File: src/hdl/bac_pkg.sv
`default_nettype none
package bac_pkg;

  // Fixed sizes of the time word and its digits.
  localparam int TIME_DIGITS = 6;
  localparam int TIME_W      = 22;
  localparam int DIGIT_W     = 4;
  localparam int TICK_W      = 16;
  localparam int SNOOZE_W    = 8;

  // Snooze interval in minute rollovers.
  localparam logic [SNOOZE_W-1:0] SNOOZE_MINUTES = 8'd5;
  localparam logic [SNOOZE_W-1:0] SNOOZE_LAST    = SNOOZE_MINUTES - 8'd1;

  // Wrap limits of the digit positions.
  localparam logic [DIGIT_W:0] UNIT_LIMIT      = 5'd10;
  localparam logic [DIGIT_W:0] TENS_LIMIT      = 5'd6;
  localparam logic [DIGIT_W:0] HOUR_TENS_LIMIT = 5'd4;

  // Hour values that end the day.
  localparam logic [1:0]         HOUR_TENS_OVER = 2'd3;
  localparam logic [1:0]         HOUR_TENS_LAST = 2'd2;
  localparam logic [DIGIT_W-1:0] HOUR_UNITS_END = 4'd4;

  // Reset value of the prescaler limit.
  localparam logic [TICK_W-1:0] TPS_RESET = 16'd1000;

  typedef enum logic [1:0] {
    KIND_TICK   = 2'd0,
    KIND_LOAD   = 2'd1,
    KIND_SNOOZE = 2'd2
  } kind_t;

  typedef enum logic [1:0] {
    CFG_TICKS_PER_SECOND = 2'd0,
    CFG_ALARM_TIME       = 2'd1,
    CFG_ALARM_ENABLED    = 2'd2
  } cfg_index_t;

  typedef struct packed {
    kind_t             kind;
    logic [TIME_W-1:0] new_time;
  } item_t;

  typedef struct packed {
    logic [TIME_W-1:0] time_bcd;
    logic              time_valid;
    logic              alarm_fire;
    logic              snooze_fire;
    logic              second_indicator;
  } result_t;

  // Control handed to one digit cell in a cycle.
  typedef struct packed {
    logic               carry_in;
    logic               load;
    logic [DIGIT_W-1:0] load_digit;
    logic               clear;
    logic [DIGIT_W:0]   limit;
  } cell_ctl_t;

  // Status handed back by one digit cell.
  typedef struct packed {
    logic               carry_out;
    logic [DIGIT_W-1:0] digit_pre;
    logic [DIGIT_W-1:0] digit_next;
  } cell_sts_t;

  // Wrap limit of digit position k, counted from the second units.
  function automatic logic [DIGIT_W:0] digit_limit(input int k);
    logic [DIGIT_W:0] lim;
    case (k)
      1, 3:    lim = TENS_LIMIT;
      5:       lim = HOUR_TENS_LIMIT;
      default: lim = UNIT_LIMIT;
    endcase
    return lim;
  endfunction

endpackage
`default_nettype wire

File: src/hdl/bac_digit_cell.sv
`default_nettype none
module bac_digit_cell (
  input  wire logic               clk,
  input  wire logic               rst,
  input  wire bac_pkg::cell_ctl_t ctl,
  output bac_pkg::cell_sts_t      sts
);

  logic [bac_pkg::DIGIT_W-1:0] digit;
  logic [bac_pkg::DIGIT_W:0]   sum;
  logic                        wrap;

  // Increment on an incoming carry; wrap and pass the carry on at the limit.
  always_comb begin
    sum  = {1'b0, digit} + {{bac_pkg::DIGIT_W{1'b0}}, 1'b1};
    wrap = (sum >= ctl.limit);
    sts.carry_out = ctl.carry_in & wrap;
    if (ctl.carry_in) begin
      sts.digit_pre = wrap ? '0 : sum[bac_pkg::DIGIT_W-1:0];
    end else begin
      sts.digit_pre = digit;
    end
    if (ctl.load) begin
      sts.digit_next = ctl.load_digit;
    end else if (ctl.clear) begin
      sts.digit_next = '0;
    end else begin
      sts.digit_next = sts.digit_pre;
    end
  end

  // Digit register.
  always_ff @(posedge clk) begin
    if (rst) begin
      digit <= '0;
    end else begin
      digit <= sts.digit_next;
    end
  end

endmodule
`default_nettype wire

File: src/hdl/bac_prescaler.sv
`default_nettype none
module bac_prescaler (
  input  wire logic                        clk,
  input  wire logic                        rst,
  input  wire logic                        tick,
  input  wire logic [bac_pkg::TICK_W-1:0]  ticks_per_second,
  output logic                             rollover,
  output logic                             lamp_next
);

  logic [bac_pkg::TICK_W-1:0] tick_count;
  logic [bac_pkg::TICK_W-1:0] tick_count_next;
  logic [bac_pkg::TICK_W-1:0] count_inc;
  logic                       lamp;

  // Count ticks; the lamp lights at half a second and goes dark at the rollover.
  always_comb begin
    count_inc       = tick_count + {{(bac_pkg::TICK_W-1){1'b0}}, 1'b1};
    rollover        = 1'b0;
    tick_count_next = tick_count;
    lamp_next       = lamp;
    if (tick) begin
      tick_count_next = count_inc;
      if (count_inc == (ticks_per_second >> 1)) begin
        lamp_next = 1'b1;
      end
      if (count_inc >= ticks_per_second) begin
        rollover        = 1'b1;
        tick_count_next = '0;
        lamp_next       = 1'b0;
      end
    end
  end

  always_ff @(posedge clk) begin
    if (rst) begin
      tick_count <= '0;
      lamp       <= 1'b0;
    end else begin
      tick_count <= tick_count_next;
      lamp       <= lamp_next;
    end
  end

endmodule
`default_nettype wire

File: src/hdl/bcd_alarm_clock.sv
`default_nettype none
// Channel   Direction  Handshake                 Payload
// item      in         item_valid / item_ready   item   (kind, new_time)
// result    out        result_valid / result_ready result (time, flags)
// cfg       in         cfg_valid / cfg_ready     cfg_index, cfg_data
//
// The six digit cells ripple the seconds carry and register the new time
// in the cycle the beat is accepted.
// One result beat per item appears the cycle after acceptance.
// item_ready stays high while the result register is empty or being drained,
// so a new beat is accepted in the same cycle a waiting result is taken.
// Synchronous reset clears the time, prescaler, snooze and lamp state and
// loads the register reset values; cfg_ready is always high.
module bcd_alarm_clock (
  input  wire logic                        clk,
  input  wire logic                        rst,
  input  wire logic                        item_valid,
  output logic                             item_ready,
  input  wire bac_pkg::item_t              item,
  output logic                             result_valid,
  input  wire logic                        result_ready,
  output bac_pkg::result_t                 result,
  input  wire logic                        cfg_valid,
  output logic                             cfg_ready,
  input  wire logic [1:0]                  cfg_index,
  input  wire logic [bac_pkg::TIME_W-1:0]  cfg_data
);

  localparam int DW = bac_pkg::DIGIT_W;
  localparam int ND = bac_pkg::TIME_DIGITS;

  // Configuration registers.
  logic [bac_pkg::TICK_W-1:0] ticks_per_second;
  logic [bac_pkg::TIME_W-1:0] alarm_time;
  logic                       alarm_enabled;

  // Clock state outside the cells.
  logic                         time_loaded;
  logic                         time_loaded_next;
  logic                         snooze_pending;
  logic                         snooze_pending_next;
  logic [bac_pkg::SNOOZE_W-1:0] snooze_minutes;
  logic [bac_pkg::SNOOZE_W-1:0] snooze_minutes_next;

  logic accept;
  logic is_tick;
  logic is_load;
  logic rollover;
  logic lamp_next;
  logic hour_wrap;
  logic minute;
  logic alarm_fire;
  logic snooze_fire;

  logic [bac_pkg::TIME_W-1:0] load_word;
  logic [bac_pkg::TIME_W-1:0] time_next;
  logic [ND:0]                carry;

  bac_pkg::cell_ctl_t ctl [ND];
  bac_pkg::cell_sts_t sts [ND];

  assign cfg_ready  = 1'b1;
  assign item_ready = !result_valid || result_ready;
  assign accept     = item_valid && item_ready;
  assign is_tick    = accept && (item.kind == bac_pkg::KIND_TICK);
  assign is_load    = accept && (item.kind == bac_pkg::KIND_LOAD);
  assign load_word  = item.new_time;

  bac_prescaler u_prescaler (
    .clk              (clk),
    .rst              (rst),
    .tick             (is_tick),
    .ticks_per_second (ticks_per_second),
    .rollover         (rollover),
    .lamp_next        (lamp_next)
  );

  // Row of digit cells, seconds units first; each hands its carry to the next.
  assign carry[0] = rollover;

  for (genvar k = 0; k < ND; k++) begin : g_cell
    if (k == ND - 1) begin : g_hour_tens
      // The hour tens digit holds only the top two bits of the word.
      always_comb begin
        ctl[k].carry_in   = carry[k];
        ctl[k].load       = is_load;
        ctl[k].limit      = bac_pkg::digit_limit(k);
        ctl[k].load_digit = {2'b00, load_word[bac_pkg::TIME_W-1 -: 2]};
        ctl[k].clear      = hour_wrap;
      end
    end else begin : g_low_digit
      always_comb begin
        ctl[k].carry_in   = carry[k];
        ctl[k].load       = is_load;
        ctl[k].limit      = bac_pkg::digit_limit(k);
        ctl[k].load_digit = load_word[DW*k +: DW];
        ctl[k].clear      = (k == ND - 2) ? hour_wrap : 1'b0;
      end
    end

    bac_digit_cell u_cell (
      .clk (clk),
      .rst (rst),
      .ctl (ctl[k]),
      .sts (sts[k])
    );

    assign carry[k+1] = sts[k].carry_out;
  end

  // End of day: the hours return to zero after the minute tens carry.
  assign hour_wrap = carry[4] &&
                     (carry[ND] ||
                      (sts[5].digit_pre[1:0] == bac_pkg::HOUR_TENS_OVER) ||
                      ((sts[5].digit_pre[1:0] == bac_pkg::HOUR_TENS_LAST) &&
                       (sts[4].digit_pre >= bac_pkg::HOUR_UNITS_END)));

  assign minute = carry[2];

  // Assemble the time word after this item.
  always_comb begin
    time_next = '0;
    for (int k = 0; k < ND - 1; k++) begin
      time_next[DW*k +: DW] = sts[k].digit_next;
    end
    time_next[bac_pkg::TIME_W-1 -: 2] = sts[ND-1].digit_next[1:0];
  end

  // Alarm compare and snooze counting at the minute rollover.
  always_comb begin
    time_loaded_next    = time_loaded;
    snooze_pending_next = snooze_pending;
    snooze_minutes_next = snooze_minutes;
    alarm_fire          = 1'b0;
    snooze_fire         = 1'b0;
    if (accept) begin
      case (item.kind)
        bac_pkg::KIND_TICK: begin
          if (minute) begin
            alarm_fire = alarm_enabled && (time_next == alarm_time);
            if (snooze_pending) begin
              if (snooze_minutes == bac_pkg::SNOOZE_LAST) begin
                snooze_minutes_next = '0;
                snooze_pending_next = 1'b0;
                snooze_fire         = 1'b1;
              end else begin
                snooze_minutes_next = snooze_minutes + 8'd1;
              end
            end
          end
        end
        bac_pkg::KIND_LOAD: begin
          time_loaded_next    = 1'b1;
          snooze_pending_next = 1'b0;
        end
        bac_pkg::KIND_SNOOZE: begin
          snooze_pending_next = 1'b1;
        end
        default: begin
        end
      endcase
    end
    if (cfg_valid && (cfg_index == bac_pkg::CFG_ALARM_TIME)) begin
      snooze_minutes_next = '0;
    end
  end

  // Configuration writes.
  always_ff @(posedge clk) begin
    if (rst) begin
      ticks_per_second <= bac_pkg::TPS_RESET;
      alarm_time       <= '0;
      alarm_enabled    <= 1'b0;
    end else if (cfg_valid) begin
      case (cfg_index)
        bac_pkg::CFG_TICKS_PER_SECOND: ticks_per_second <= cfg_data[bac_pkg::TICK_W-1:0];
        bac_pkg::CFG_ALARM_TIME:       alarm_time       <= cfg_data;
        bac_pkg::CFG_ALARM_ENABLED:    alarm_enabled    <= cfg_data[0];
        default: begin
        end
      endcase
    end
  end

  // Snooze and load state.
  always_ff @(posedge clk) begin
    if (rst) begin
      time_loaded    <= 1'b0;
      snooze_pending <= 1'b0;
      snooze_minutes <= '0;
    end else begin
      time_loaded    <= time_loaded_next;
      snooze_pending <= snooze_pending_next;
      snooze_minutes <= snooze_minutes_next;
    end
  end

  // Output register: one result beat per accepted item.
  always_ff @(posedge clk) begin
    if (rst) begin
      result_valid <= 1'b0;
    end else if (accept) begin
      result_valid <= 1'b1;
    end else if (result_ready) begin
      result_valid <= 1'b0;
    end
  end

  always_ff @(posedge clk) begin
    if (accept) begin
      result.time_bcd         <= time_next;
      result.time_valid       <= time_loaded_next;
      result.alarm_fire       <= alarm_fire;
      result.snooze_fire      <= snooze_fire;
      result.second_indicator <= lamp_next;
    end
  end

endmodule
`default_nettype wire
File: config.mk
export PLATFORM = sky130hd
export DESIGN_NAME = bcd_alarm_clock
export DESIGN_NICKNAME = d
export VERILOG_FILES = /design/src/hdl/bac_pkg.sv /design/src/hdl/bac_digit_cell.sv /design/src/hdl/bac_prescaler.sv /design/src/hdl/bcd_alarm_clock.sv
export SDC_FILE = /design/constraint.sdc
export NUM_CORES = 1
export LEC_CHECK = 0
export BUFFER_PORTS_ARGS = -buffer_cell sky130_fd_sc_hd__buf_2
export CAP_MARGIN = 40
export CORE_ASPECT_RATIO = 2
export CORE_MARGIN = 5
export CORE_UTILIZATION = 53
export CTS_BUF_LIST = sky130_fd_sc_hd__clkbuf_8 sky130_fd_sc_hd__clkbuf_16
export CTS_CLUSTER_SIZE = 8
export DETAILED_ROUTE_END_ITERATION = 8
export GPL_ROUTABILITY_DRIVEN = 1
export PLACE_DENSITY = 0.85
export SLEW_MARGIN = 20
export SYNTH_ARGS = -nofsm -noshare
export SYNTH_HDL_FRONTEND = slang
export SYNTH_SLANG_ARGS = --single-unit
File: constraint.sdc
create_clock -name clk -period 4.4 [get_ports clk]
set_input_delay 0.66 -clock clk [delete_from_list [all_inputs] [get_ports clk]]
set_output_delay 0.66 -clock clk [all_outputs]
set_load 0.02 [all_outputs]
==> results.rst, run 1 <==
.. list-table::
   :header-rows: 1

   * - Metric
     - Value
   * - Worst reg-to-reg path cell count
     - 17
   * - Clock buffer depth
     - 2
   * - Placeable Area
     - 12920 um^2
   * - Leftover overflow at the end of global routing
     - 0
   * - End of the worst register-to-register path
     - result[2]$_SDFFCE_PN0P_
   * - Worst reg2reg path startpoint
     - u_prescaler.tick_count[0]$_SDFFE_PP0P_
   * - Weighted congestion at the end of routability-driven global placement
     - 1.036
   * - Max-capacitance violation count
     - 0
   * - Worst-path cell with the longest stage delay
     - sky130_fd_sc_hd__dfxtp_1
   * - Max incr delay on CP
     - 0.43 ns
   * - Top Family by Delay on Critical Path
     - compound AO/OA/AOI/OAI gates
   * - Count of state elements after synthesis
     - 117
   * - Per-cell routed wire length
     - 20.26 um
   * - Main synth FF type
     - sky130_fd_sc_hd__dfxtp_1
   * - Worst-path clk slew
     - 0.06 ns
   * - Logic depth of the worst path, buffers included
     - 17
   * - Max Transition Viols Final
     - 0
   * - Status
     - complete, no violations
   * - Crit path launch
     - u_prescaler.tick_count[0]$_SDFFE_PP0P_
   * - Number of warnings printed during yosys synthesis
     - 0
   * - Maximum number of pins on one net before global-route repair
     - 35
   * - Area overhead of the layout relative to synthesis
     - 24.15%
   * - Hold buffers post-CTS
     - 0
   * - Hold violation total from the final report
     - 0
   * - Net count after synthesis
     - 921
   * - Effective utilization at floorplan
     - 0.5377
   * - Req. time, crit path
     - 4.68 ns
   * - Vias post-DR
     - 6968
   * - Number of nets with antenna violations after detailed routing
     - 0
   * - Type of the most critical hold path
     - reg -> reg
   * - TritonCTS Sinks
     - 117
   * - Sequential share of the synthesized area
     - 0.3746
   * - Fraction of layout cells with a size suffix above 1
     - 0.2282
   * - Buffer type at the clock tree root
     - sky130_fd_sc_hd__clkbuf_16
   * - Worst hold slack across all endpoints
     - 0.4556 ns
   * - Number of remaining DRC errors
     - 0
   * - Count of flip-flops with a built-in enable after synthesis
     - 26
   * - Startpoint Class
     - flop
   * - Shortest clock period the worst path allows after layout
     - 4.374 ns
   * - H-tree lvl count
     - 4
   * - Die extent in y
     - 171.9 um
   * - Io pins
     - 82
   * - Clock Skew
     - 0.01027 ns
   * - Critical path cell sequence
     - ha_1 > nand4_1 > nor2_2 > nand3_1 > xnor2_2 > ha_1 > nand4_1 > a211oi_2 > a32oi_4 > a31oi_4 > buf_6 > nand2_1 > o31ai_1 > o32a_1 > a41oi_1 > nor4_1 > and4_1
   * - Sum of net half-perimeters after detailed placement
     - 16060 um
   * - Reported leakage power
     - 3.579 nW
   * - Sum of buffers and inverters on the critical path
     - 1
   * - Number of buffer cells added on primary ports
     - 80
   * - Cell count after synthesis
     - 833
   * - Final critical-path share of the clock period
     - 0.9940
   * - Worst ir drop on vdd
     - 299.9 uV
   * - Number of antenna violations at the first check in global routing
     - 0
   * - Setup crit end kind
     - flop
   * - Skew-Pair Late Insertion Delay
     - 0.42 ns
   * - Die extent in x
     - 90.96 um
   * - Arr. time, crit path
     - 4.65 ns
   * - Setup slack at placement
     - 0.06426 ns
   * - Average via count per standard cell
     - 6.244
   * - First-pass GRT wire length
     - 32710 um
   * - Number of DRC markers in iteration 0
     - 614
   * - Library cells used by synthesis
     - 82
   * - Count of nets after finishing
     - 1039
   * - Area of the mapped netlist
     - 6947 um^2
   * - Cell Rows
     - 59
   * - Largest fanout of any net on the critical path
     - 6
   * - End of the critical path
     - result[2]$_SDFFCE_PN0P_
   * - ANT cells
     - 0
   * - Die area
     - 15640 um^2
   * - Maximum clock frequency
     - 0.2286 GHz
   * - Post-Route Utilization
     - 0.6676
   * - Total global-route track usage
     - 0.2650
   * - Synthesized area per cell
     - 8.339 um^2
   * - Cts bufs inserted
     - 17
   * - Final worst setup slack
     - 0.02618 ns
   * - Measured slew at the worst slew-check pin
     - 0.6191 ns
   * - Final WL
     - 22610 um
   * - Power per cell area
     - 338.7 nW/um^2
   * - Setup Viol. Count Final
     - 0
   * - Slew HR
     - 0.5837
   * - Fraction of registers with async set/reset
     - 0
   * - Clock tree from TritonCTS
     - done
   * - Via count of the first global-routing pass
     - 6702
   * - Detailed-router iteration count before antenna repair
     - 6
   * - Critical setup path kind
     - reg -> reg
   * - Setup slack of the most critical reg-to-reg path
     - 0.03 ns
Yosys cell counts, types with 21 or more instances:
| library cell | number | area (um^2) |
|---|---|---|
| sky130_fd_sc_hd__nand2_1 | 132 | 495.5 |
| sky130_fd_sc_hd__dfxtp_1 | 91 | 1822 |
| sky130_fd_sc_hd__a21oi_1 | 70 | 350.3 |
| sky130_fd_sc_hd__nor2_1 | 67 | 251.5 |
| sky130_fd_sc_hd__inv_1 | 46 | 172.7 |
| sky130_fd_sc_hd__ha_1 | 35 | 437.9 |
| sky130_fd_sc_hd__xnor2_1 | 31 | 271.5 |
| sky130_fd_sc_hd__nand3_1 | 29 | 145.1 |
| sky130_fd_sc_hd__clkbuf_1 | 28 | 105.1 |
| sky130_fd_sc_hd__nor2b_1 | 27 | 168.9 |
| sky130_fd_sc_hd__edfxtp_1 | 26 | 780.8 |
| sky130_fd_sc_hd__xor2_1 | 21 | 183.9 |
area by class of cell:
type / instances / area, um^2
inverter: 46 / 172.7
clock buffer: 21 / 491.7
multi-input combinational: 634 / 4203
sequential: 117 / 2606
clock inverter: 11 / 106.4
tap: 152 / 190.2
fill: 1029 / 4294
timing repair buffer: 135 / 854.6
flip-flops by register name, indices dropped and copies added, names as in the netlist:
register / cells
alarm_enabled: 1
ticks_per_second: 16
u_prescaler.lamp: 1
result: 26
alarm_time: 22
time_loaded: 1
result_valid: 1
g_cell.u_cell.digit: 24
u_prescaler.tick_count: 16
snooze_minutes: 8
snooze_pending: 1
where the power goes:
part           internal (mW)  switching [mW]  total (mW)
Combinational          0.136           0.211       0.346
Sequential              1.14          0.0394        1.18
Clock                  0.902           0.489        1.39
Total                   2.18           0.739        2.92
worst register-to-register path, delay by kind of cell (launching register included):
family | cells | cell delay [ns]
fa+ha+maj | 2 | 0.50
compound gates | 6 | 1.59
xor+xnor | 1 | 0.16
flops | 1 | 0.43
buf+inv | 1 | 0.17
simple gates | 7 | 1.40
repair_timing:
action,CTS,global route
endpoints found under the setup margin,0,15
gates resized for setup,0,46
setup buffers,0,15
layout by cell type, fill, tap and decap left out, types with 5 or more instances in the layout:
| master | n |
|---|---|
| sky130_fd_sc_hd__xor2_1 | 21 |
| sky130_fd_sc_hd__nand2b_1 | 10 |
| sky130_fd_sc_hd__a21oi_1 | 69 |
| sky130_fd_sc_hd__nor3_1 | 15 |
| sky130_fd_sc_hd__and3_1 | 10 |
| sky130_fd_sc_hd__nand3_1 | 28 |
| sky130_fd_sc_hd__o31ai_1 | 6 |
| sky130_fd_sc_hd__nor4_1 | 8 |
| sky130_fd_sc_hd__a22oi_1 | 6 |
| sky130_fd_sc_hd__mux2i_1 | 9 |
| sky130_fd_sc_hd__inv_1 | 49 |
| sky130_fd_sc_hd__ha_1 | 34 |
| sky130_fd_sc_hd__dfxtp_1 | 88 |
| sky130_fd_sc_hd__nand4_1 | 14 |
| sky130_fd_sc_hd__buf_4 | 49 |
| sky130_fd_sc_hd__buf_2 | 81 |
| sky130_fd_sc_hd__or3_1 | 8 |
| sky130_fd_sc_hd__o21ai_0 | 15 |
| sky130_fd_sc_hd__nand2_1 | 131 |
| sky130_fd_sc_hd__xnor2_1 | 29 |
| sky130_fd_sc_hd__nor2_1 | 62 |
| sky130_fd_sc_hd__nor2b_1 | 27 |
| sky130_fd_sc_hd__clkbuf_16 | 18 |
| sky130_fd_sc_hd__nand3b_1 | 5 |
| sky130_fd_sc_hd__a211o_1 | 6 |
| sky130_fd_sc_hd__a31oi_1 | 6 |
| sky130_fd_sc_hd__edfxtp_1 | 26 |
| sky130_fd_sc_hd__a211oi_1 | 5 |
kinds of logic after synthesis:
family                   share of synthesized area
AND/OR/NAND/NOR                             0.2511
AO/OA/AOI/OAI                               0.1736
flip-flops                                  0.3746
buffers and inverters                      0.05223
XOR/XNOR                                   0.06556
adder cells (fa/ha/maj)                    0.06304
multiplexers                               0.01927
other                                    0.0005398
per-layer routing:
layer  global-route usage  vias to the layer above  share of wire
met5                    0                        -              0
met4               0.1839                        0          0.085
met3              0.04266                      147          0.061
met2               0.5101                      378           0.53
met1               0.2486                     3255           0.32
li1                     -                     3188              -
through the flow:
| step | cell area, um^2 | power (mW) | cells | setup TNS [ns] |
|---|---|---|---|---|
| floorplan | 6947 | 1.394 | 833 | 0 |
| global placement | 7622 | 1.512 | 1063 | 0 |
| detailed placement | 7670 | 1.524 | 1065 | 0 |
| CTS | 8268 | 2.900 | 1097 | 0 |
| global route | 8625 | 3.008 | 1116 | -0.2004 |
| finish | 8625 | 2.922 | 1116 | 0 |
how the worst min path moves through the flow:
| stage | startpoint | end | slack (ns) | cells past startpoint |
|---|---|---|---|---|
| after floorplan | ticks_per_second[10]$_SDFFE_PP0P_ | ticks_per_second[10]$_SDFFE_PP0P_ | 0.44 | 2 |
| after global placement | ticks_per_second[10]$_SDFFE_PP0P_ | ticks_per_second[10]$_SDFFE_PP0P_ | 0.44 | 2 |
| after detailed placement | ticks_per_second[11]$_SDFFE_PP0P_ | ticks_per_second[11]$_SDFFE_PP0P_ | 0.45 | 2 |
| after CTS | ticks_per_second[11]$_SDFFE_PP0P_ | ticks_per_second[11]$_SDFFE_PP0P_ | 0.46 | 2 |
| after global routing | ticks_per_second[11]$_SDFFE_PP0P_ | ticks_per_second[11]$_SDFFE_PP0P_ | 0.48 | 2 |
| final | ticks_per_second[11]$_SDFFE_PP0P_ | ticks_per_second[11]$_SDFFE_PP0P_ | 0.46 | 2 |
Note: power is estimated with default switching activity, not from simulation.
==> inputs of run 2 (changes only) <==
--- a/config.mk
+++ b/config.mk
@@ -5,6 +5,7 @@
 export SDC_FILE = /design/constraint.sdc
 export NUM_CORES = 1
 export LEC_CHECK = 0
+export ABC_AREA = 1
 export BUFFER_PORTS_ARGS = -buffer_cell sky130_fd_sc_hd__buf_2
 export CAP_MARGIN = 40
 export CORE_ASPECT_RATIO = 2
@@ -14,7 +15,7 @@
 export CTS_CLUSTER_SIZE = 8
 export DETAILED_ROUTE_END_ITERATION = 8
 export GPL_ROUTABILITY_DRIVEN = 1
-export PLACE_DENSITY = 0.85
+export PLACE_DENSITY = 0.86
 export SLEW_MARGIN = 20
 export SYNTH_ARGS = -nofsm -noshare
 export SYNTH_HDL_FRONTEND = slang
==> run 2 against run 1 <==
Compared with the run above: the run now ends with DRC left; fmax is 4.0% higher; critical path type unchanged; final cell count is 3.7% higher; synthesized area is 3.9% lower; die area is 3.6% lower; combinational power is 15% lower.
==> results.rst, run 2 <==
.. list-table::
   :header-rows: 1

   * - Metric
     - Value
   * - Crit-path most repeated cell
     - sky130_fd_sc_hd__nand2_1
   * - Worst-path clk slew
     - 0.05 ns
   * - Dominant cells by area after synthesis
     - sky130_fd_sc_hd__dfxtp_1 27%, sky130_fd_sc_hd__edfxtp_1 12%, sky130_fd_sc_hd__nand2_1 12%
   * - Cts bufs inserted
     - 17
   * - Number of nets with antenna violations after detailed routing
     - 0
   * - Hold violation total from the final report
     - 0
   * - Max Transition Viols Final
     - 0
   * - Logic depth of the worst path, buffers included
     - 26
   * - Placeable Area
     - 12480 um^2
   * - Synthesized area per cell
     - 7.415 um^2
   * - Portion of synthesized cell area occupied by the leading cell type
     - 0.2730
   * - Skew-Pair Late Insertion Delay
     - 0.41 ns
   * - Clock share of power
     - 0.473
   * - Net count after synthesis
     - 988
   * - Status
     - finished, violations left
   * - Count of flip-flops with a built-in enable after synthesis
     - 26
   * - Setup Viol. Count Final
     - 0
   * - Max-capacitance violation count
     - 0
   * - Setup crit end kind
     - flop
   * - Cell count after synthesis
     - 900
   * - Final WL
     - 17840 um
   * - Post-route setup TNS
     - 0 ns
   * - Max incr delay on CP
     - 0.36 ns
   * - Worst hold path stage count
     - 2
   * - Critical setup path kind
     - reg -> reg
   * - TritonCTS Sinks
     - 117
   * - Most common cell after layout, fill and taps aside
     - sky130_fd_sc_hd__nand2_1
   * - Req. time, crit path
     - 4.68 ns
   * - Sequential share of the synthesized area
     - 0.3900
   * - Final critical-path share of the clock period
     - 0.9558
   * - Most frequent cells in the layout
     - 205 x sky130_fd_sc_hd__nand2_1, 133 x sky130_fd_sc_hd__inv_1, 89 x sky130_fd_sc_hd__dfxtp_1
   * - Buffer type at the clock tree root
     - sky130_fd_sc_hd__clkbuf_16
   * - Slew HR
     - 0.5663
   * - Number of DRC markers in iteration 0
     - 408
   * - Fraction of registers with async set/reset
     - 0
   * - Max FFs per register
     - 26
   * - Number of remaining DRC errors
     - 1
   * - Die area
     - 15070 um^2
   * - Vias post-DR
     - 6389
   * - Hold buffers post-CTS
     - 0
   * - Count of nets after finishing
     - 1081
   * - Worst reg-to-reg path cell count
     - 26
   * - Internal power
     - 2.098 mW
   * - H-tree lvl count
     - 4
   * - Maximum clock frequency
     - 0.2378 GHz
   * - Startpoint Class
     - flop
   * - Weighted congestion at the end of routability-driven global placement
     - 0.9353
   * - Type of the most critical hold path
     - reg -> reg
   * - Cell taking the most area after synthesis
     - sky130_fd_sc_hd__dfxtp_1
   * - Main synth FF type
     - sky130_fd_sc_hd__dfxtp_1
   * - First-pass GRT wire length
     - 27890 um
   * - Number of warnings printed during yosys synthesis
     - 0
   * - Net switching power
     - 686.2 uW
   * - Die extent in x
     - 89.35 um
   * - Leftover overflow at the end of global routing
     - 0
   * - Arr. time, crit path
     - 4.48 ns
   * - Per-cell routed wire length
     - 15.42 um
   * - DP Cell Count
     - 1111
   * - Area overhead of the layout relative to synthesis
     - 18.75%
   * - Sum of net half-perimeters after detailed placement
     - 12800 um
   * - Maximum number of pins on one net before global-route repair
     - 44
   * - Most instantiated library cell after synthesis
     - sky130_fd_sc_hd__nand2_1
   * - Finished Layout Cells
     - 1157
   * - Clock buffer depth
     - 2
   * - Clock Skew
     - 0.007642 ns
   * - Register with the highest flop count
     - result
   * - Average via count per standard cell
     - 5.522
   * - Effective utilization at floorplan
     - 0.5347
   * - Fraction of layout cells with a size suffix above 1
     - 0.1899
   * - Via count of the first global-routing pass
     - 6336
   * - Worst hold slack across all endpoints
     - 0.4308 ns
   * - Worst-path cell with the longest stage delay
     - sky130_fd_sc_hd__dfxtp_1
   * - Measured slew at the worst slew-check pin
     - 0.6496 ns
   * - Cell Rows
     - 58
   * - Violated checks
     - DRC
   * - Number of buffer cells added on primary ports
     - 80
   * - Largest fanout of any net on the critical path
     - 6
   * - Combinational group share of total power
     - 0.106
   * - Commonest cells in the netlist
     - 206 x sky130_fd_sc_hd__nand2_1, 129 x sky130_fd_sc_hd__inv_1, 91 x sky130_fd_sc_hd__dfxtp_1, 78 x sky130_fd_sc_hd__a21oi_1, 63 x sky130_fd_sc_hd__nor2_1
   * - Reported leakage power
     - 3.930 nW
   * - Number of antenna violations at the first check in global routing
     - 1
   * - Area of the mapped netlist
     - 6674 um^2
   * - Worst ir drop on vdd
     - 315.1 uV
   * - Power per cell area
     - 351.3 nW/um^2
   * - Sum of buffers and inverters on the critical path
     - 1
   * - Register share of total power
     - 0.421
   * - Io pins
     - 82
   * - Clock tree from TritonCTS
     - done
   * - Die extent in y
     - 168.7 um
   * - Total global-route track usage
     - 0.2381
   * - Net switching fraction of the power
     - 0.2465
   * - Detailed-router iteration count before antenna repair
     - 8
   * - Library cells used by synthesis
     - 46
   * - Count of state elements after synthesis
     - 117
   * - Top Family by Delay on Critical Path
     - simple AND/OR/NAND/NOR gates
   * - Regs by FF count
     - result: 26 flops, g_cell.u_cell.digit: 24 flops, alarm_time: 22 flops
   * - Shortest clock period the worst path allows after layout
     - 4.206 ns
run 2: cell types whose count changed after synthesis, sizes merged, moves of 11 or more:
| cell | previous run | this run |
|---|---|---|
| nand2 | 133 | 222 |
| nand2b | 11 | 0 |
| xnor2 | 31 | 8 |
| inv | 46 | 133 |
| or2 | 3 | 14 |
| o21ai | 20 | 49 |
| nor2b | 27 | 0 |
| nand3 | 29 | 68 |
run 2: path summary, 6_finish.rpt:
check	start	to	slack [ns]
setup / recovery	u_prescaler.tick_count[1]$_SDFFE_PP0P_	result[2]$_SDFFCE_PN0P_	0.19
hold / removal	g_cell[5].u_cell.digit[3]$_SDFFE_PP0N_	g_cell[5].u_cell.digit[3]$_SDFFE_PP0N_	0.43
setup reg to reg	u_prescaler.tick_count[1]$_SDFFE_PP0P_	result[2]$_SDFFCE_PN0P_	0.19
hold reg to reg	g_cell[5].u_cell.digit[3]$_SDFFE_PP0N_	g_cell[5].u_cell.digit[3]$_SDFFE_PP0N_	0.43
run 2: cell families after synthesis:
group,after synthesis,synth area share
compound gates,148,0.1202
xor+xnor,25,0.03506
fa+ha+maj,35,0.06562
buf+inv,160,0.09430
flops,117,0.3900
other cells,1,0.0005619
simple gates,414,0.2943
run 2: per-layer routing:
layer / wire [um] / vias to the layer above / global-route usage
li1: - / 3113 / -
met1: 5984 / 2893 / 0.2263
met2: 9482 / 282 / 0.4272
met3: 1101 / 101 / 0.05309
met4: 1274 / 0 / 0.1698
met5: 0 / - / 0
run 2: repair_timing:
| item | in CTS | in global routing |
|---|---|---|
| endpoints found under the setup margin | 1 | 17 |
| gates cloned | 0 | 2 |
| resized for setup | 0 | 14 |
| pin swaps | 1 | 9 |
| setup buffers | 3 | 8 |
run 2: final cells by class:
cell class                      instances  area, um^2
Clock inverter                          9       63.81
Inverter                              133       499.2
Fill cell                            1011        4557
Clock buffer                           23       508.0
Multi-Input combinational cell        625        3516
Sequential cell                       117        2605
Timing Repair Buffer                   99       543.0
Antenna cell                            1       2.502
Tap cell                              150       187.7
run 2: through the flow:
step	util	instance area [um^2]	power [mW]	setup slack, ns
5_1_grt	0.6349	7925	2.877	-0.1584
4_1_cts	0.6238	7786	2.780	0.04998
3_3_place_gp	0.5762	7192	1.471	0.2017
3_5_place_dp	0.5762	7192	1.480	-0.02024
2_1_floorplan	-	6674	1.379	0.8858
6_report	0.6349	7925	2.784	0.1943
run 2: worst register-to-register path, stage by stage, from the launching register on:
cell and delay, ns:
sky130_fd_sc_hd__dfxtp_1 0.36, sky130_fd_sc_hd__ha_1 0.21, sky130_fd_sc_hd__nand2_1 0.07, sky130_fd_sc_hd__nor2_1 0.15
sky130_fd_sc_hd__nand4_1 0.21, sky130_fd_sc_hd__nor3_4 0.30, sky130_fd_sc_hd__nand4_1 0.20, sky130_fd_sc_hd__xnor2_2 0.26
sky130_fd_sc_hd__ha_1 0.27, sky130_fd_sc_hd__nand2_1 0.10, sky130_fd_sc_hd__o21ai_0 0.11, sky130_fd_sc_hd__a21oi_2 0.23
sky130_fd_sc_hd__nand2_4 0.14, sky130_fd_sc_hd__buf_4 0.17, sky130_fd_sc_hd__nand4_1 0.10, sky130_fd_sc_hd__nand3_1 0.12
sky130_fd_sc_hd__nand2_1 0.13, sky130_fd_sc_hd__nand2_1 0.06, sky130_fd_sc_hd__nand2_1 0.06, sky130_fd_sc_hd__nand3_1 0.13
sky130_fd_sc_hd__nor2_1 0.12, sky130_fd_sc_hd__nand3_1 0.10, sky130_fd_sc_hd__nor2_2 0.12, sky130_fd_sc_hd__nand3_1 0.11
sky130_fd_sc_hd__nor2_1 0.10, sky130_fd_sc_hd__nand2_1 0.06, sky130_fd_sc_hd__nor2_1 0.08
run 2: power by group through the flow:
| stage | Sequential (mW) | Clock [mW] | Combinational (mW) |
|---|---|---|---|
| finish | 1.17 | 1.32 | 0.295 |
| global route | 1.18 | 1.37 | 0.327 |
| CTS | 1.17 | 1.32 | 0.289 |
| detailed placement | 1.19 | 0 | 0.286 |
| global placement | 1.19 | 0 | 0.280 |
| floorplan | 1.21 | 0 | 0.169 |
==> inputs of run 3 (changes only) <==
==> constraint.sdc (replaced) <==
create_clock -name clk -period 4.4 [get_ports clk]
set_input_delay 0.22 -clock clk [delete_from_list [all_inputs] [get_ports clk]]
set_output_delay 0.22 -clock clk [all_outputs]
set_load 0.02 [all_outputs]
==> run 3 against run 2 <==
Compared with the run above: the flow now finishes without violations; register-to-register slack gained 0.04 ns; clock-buffer cell count decreased by 4; final cell count shrank 0.35%; fmax is 0.96% higher; combinational power increased by 2%; global-route usage increased by 0.28 points; critical path depth decreased by 2; critical path type unchanged; clock skew grew 0.0024 ns; routed wire length grew 1.2%.
==> results.rst, run 3 (synthesis results as in run 2) <==
.. list-table::
   :header-rows: 1

   * - Metric
     - Value
   * - Status
     - complete, no violations
   * - Number of antenna violations at the first check in global routing
     - 0
   * - Worst reg2reg path startpoint
     - u_prescaler.tick_count[0]$_SDFFE_PP0P_
   * - Sum of net half-perimeters after detailed placement
     - 12950 um
   * - Count of nets after finishing
     - 1078
   * - Largest fanout of any net on the critical path
     - 8
   * - End of the worst register-to-register path
     - result[2]$_SDFFCE_PN0P_
   * - Final Total Pwr
     - 2.772 mW
   * - Clock tree from TritonCTS
     - done
   * - TritonCTS Sinks
     - 117
   * - Buffer type at the clock tree root
     - sky130_fd_sc_hd__clkbuf_16
   * - Maximum number of pins on one net before global-route repair
     - 44
   * - Cts bufs inserted
     - 17
   * - Regs by FF count
     - result: 26 flops, g_cell.u_cell.digit: 24 flops, alarm_time: 22 flops
   * - Slew HR
     - 0.5507
   * - Setup slack at placement
     - 0.07483 ns
   * - Final critical-path share of the clock period
     - 0.9468
   * - Effective utilization at floorplan
     - 0.5347
   * - Total global-route track usage
     - 0.2409
   * - Clock Skew
     - 0.01002 ns
   * - ANT cells
     - 0
   * - Post-route setup TNS
     - 0 ns
   * - Crit path launch
     - u_prescaler.tick_count[0]$_SDFFE_PP0P_
   * - Max FFs per register
     - 26
   * - Weighted congestion at the end of routability-driven global placement
     - 0.9362
   * - Number of DRC markers in iteration 0
     - 481
   * - Area overhead of the layout relative to synthesis
     - 18.43%
   * - Number of remaining DRC errors
     - 0
   * - Detailed-router iteration count before antenna repair
     - 5
   * - Fill count
     - 1033
   * - Final WL
     - 18050 um
   * - Type of the most critical hold path
     - in -> reg
   * - Reported leakage power
     - 3.912 nW
   * - Leftover overflow at the end of global routing
     - 0
   * - Per-cell routed wire length
     - 15.66 um
   * - Skew-Pair Late Insertion Delay
     - 0.41 ns
   * - Startpoint Class
     - flop
   * - Critical setup path kind
     - reg -> reg
   * - Setup Viol. Count Final
     - 0
   * - Most frequent cells in the layout
     - 204 x sky130_fd_sc_hd__nand2_1, 135 x sky130_fd_sc_hd__inv_1, 88 x sky130_fd_sc_hd__dfxtp_1
   * - Worst-path clk slew
     - 0.06 ns
   * - End of the critical path
     - result[2]$_SDFFCE_PN0P_
   * - Measured slew at the worst slew-check pin
     - 0.6730 ns
   * - Clock buffer depth
     - 2
   * - Setup crit end kind
     - flop
   * - H-tree lvl count
     - 4
   * - Max-capacitance violation count
     - 0
   * - Average via count per standard cell
     - 5.556
   * - Final worst setup slack
     - 0.2342 ns
   * - Max Transition Viols Final
     - 0
   * - Die area
     - 15070 um^2
   * - Fraction of layout cells with a size suffix above 1
     - 0.1884
   * - Arr. time, crit path
     - 4.33 ns
   * - Vias post-DR
     - 6406
   * - Io pins
     - 82
   * - Power per cell area
     - 350.7 nW/um^2
   * - Worst ir drop on vdd
     - 307.3 uV
   * - Worst reg-to-reg path cell count
     - 24
   * - Worst hold slack across all endpoints
     - 0.04843 ns
   * - Setup slack of the most critical reg-to-reg path
     - 0.23 ns
   * - Die extent in x
     - 89.35 um
   * - Placeable Area
     - 12480 um^2
   * - Number of buffer cells added on primary ports
     - 80
   * - Via count of the first global-routing pass
     - 6378
   * - Number of nets with antenna violations after detailed routing
     - 0
   * - Maximum clock frequency
     - 0.2401 GHz
   * - Die extent in y
     - 168.7 um
   * - Most common cell after layout, fill and taps aside
     - sky130_fd_sc_hd__nand2_1
   * - Shortest clock period the worst path allows after layout
     - 4.166 ns
   * - Hold violation total from the final report
     - 0
   * - Cell Rows
     - 58
   * - Req. time, crit path
     - 4.57 ns
   * - First-pass GRT wire length
     - 28070 um
   * - Register with the highest flop count
     - result
run 3: cell count changes in the layout (fill, tap and decap cells not counted), sizes merged:
cell    delta
buf        -2
clkbuf     -4
inv        +2
bufinv     +1
diode      -1
nand4      -1
clkinv     +1
run 3: power by group:
group | leakage, nW | switching (mW) | internal (mW) | total [mW]
registers | 1.01 | 0.0249 | 1.15 | 1.17
logic | 2.60 | 0.200 | 0.100 | 0.301
clock network | 0.305 | 0.456 | 0.842 | 1.30
total | 3.91 | 0.682 | 2.09 | 2.77
run 3: timing repair:
action                     4_1_cts  5_1_grt
setup endpoints to repair        1       15
buffers inserted                 3        5
pin swaps                        1        8
gates resized for setup          0       17
cloned                           0        1
hold buffers                     0        0
run 3: cell type report:
| cell class | count | area, um^2 | share of cell area |
|---|---|---|---|
| Multi-Input combinational cell | 624 | 3503 | 0.4432 |
| Timing Repair Buffer | 97 | 548.0 | 0.06934 |
| Clock buffer | 19 | 452.9 | 0.05731 |
| Tap cell | 150 | 187.7 | 0.02375 |
| Sequential cell | 117 | 2606 | 0.3297 |
| Clock inverter | 13 | 106.4 | 0.01346 |
| Inverter | 133 | 499.2 | 0.06316 |
run 3: worst min path at each step:
| stage | from | endpoint | slack (ns) | cells after the start |
|---|---|---|---|---|
| 2_1_floorplan | cfg_data[3] | ticks_per_second[3]$_SDFFE_PP1P_ | 0.35 | 2 |
| 3_3_place_gp | g_cell[5].u_cell.digit[3]$_SDFFE_PP0N_ | g_cell[5].u_cell.digit[3]$_SDFFE_PP0N_ | 0.42 | 2 |
| 3_5_place_dp | g_cell[5].u_cell.digit[3]$_SDFFE_PP0N_ | g_cell[5].u_cell.digit[3]$_SDFFE_PP0N_ | 0.43 | 2 |
| 4_1_cts | cfg_data[5] | ticks_per_second[5]$_SDFFE_PP1P_ | 0.03 | 3 |
| 5_1_grt | cfg_data[3] | ticks_per_second[3]$_SDFFE_PP1P_ | 0.07 | 3 |
| 6_report | cfg_data[5] | ticks_per_second[5]$_SDFFE_PP1P_ | 0.05 | 3 |
run 3: layer usage:
metal | GRT usage | share of wire
met1 | 0.2264 | 0.34
met2 | 0.4311 | 0.53
met3 | 0.04871 | 0.054
met4 | 0.1860 | 0.077
met5 | 0 | 0
run 3: stage by stage:
step	utilization	instance area, um^2	instances
after CTS	0.6228	7774	1146
after global placement	0.5762	7192	1111
final	0.6332	7904	1153
after global routing	0.6332	7904	1153
after detailed placement	0.5762	7192	1111
after floorplan	-	6674	900
run 3: worst max-delay path, stage by stage, from the launching register on:
cell and delay (ns):
sky130_fd_sc_hd__dfxtp_2 0.37, sky130_fd_sc_hd__ha_1 0.21, sky130_fd_sc_hd__nand2_1 0.07, sky130_fd_sc_hd__nor2_1 0.14
sky130_fd_sc_hd__nand4_1 0.20, sky130_fd_sc_hd__buf_4 0.20, sky130_fd_sc_hd__nor2_1 0.12, sky130_fd_sc_hd__xnor2_1 0.21
sky130_fd_sc_hd__inv_1 0.12, sky130_fd_sc_hd__ha_1 0.30, sky130_fd_sc_hd__nand4_1 0.14, sky130_fd_sc_hd__nor3_2 0.17
sky130_fd_sc_hd__nand2_1 0.13, sky130_fd_sc_hd__nand2_4 0.15, sky130_fd_sc_hd__nand4_4 0.18, sky130_fd_sc_hd__nor2_8 0.22
sky130_fd_sc_hd__nand2_4 0.10, sky130_fd_sc_hd__a211oi_1 0.38, sky130_fd_sc_hd__nand3_2 0.17, sky130_fd_sc_hd__nand2_2 0.10
sky130_fd_sc_hd__nand2_1 0.05, sky130_fd_sc_hd__nand2_1 0.05, sky130_fd_sc_hd__nor2_1 0.04, sky130_fd_sc_hd__nand2_1 0.06
sky130_fd_sc_hd__nor2_1 0.04
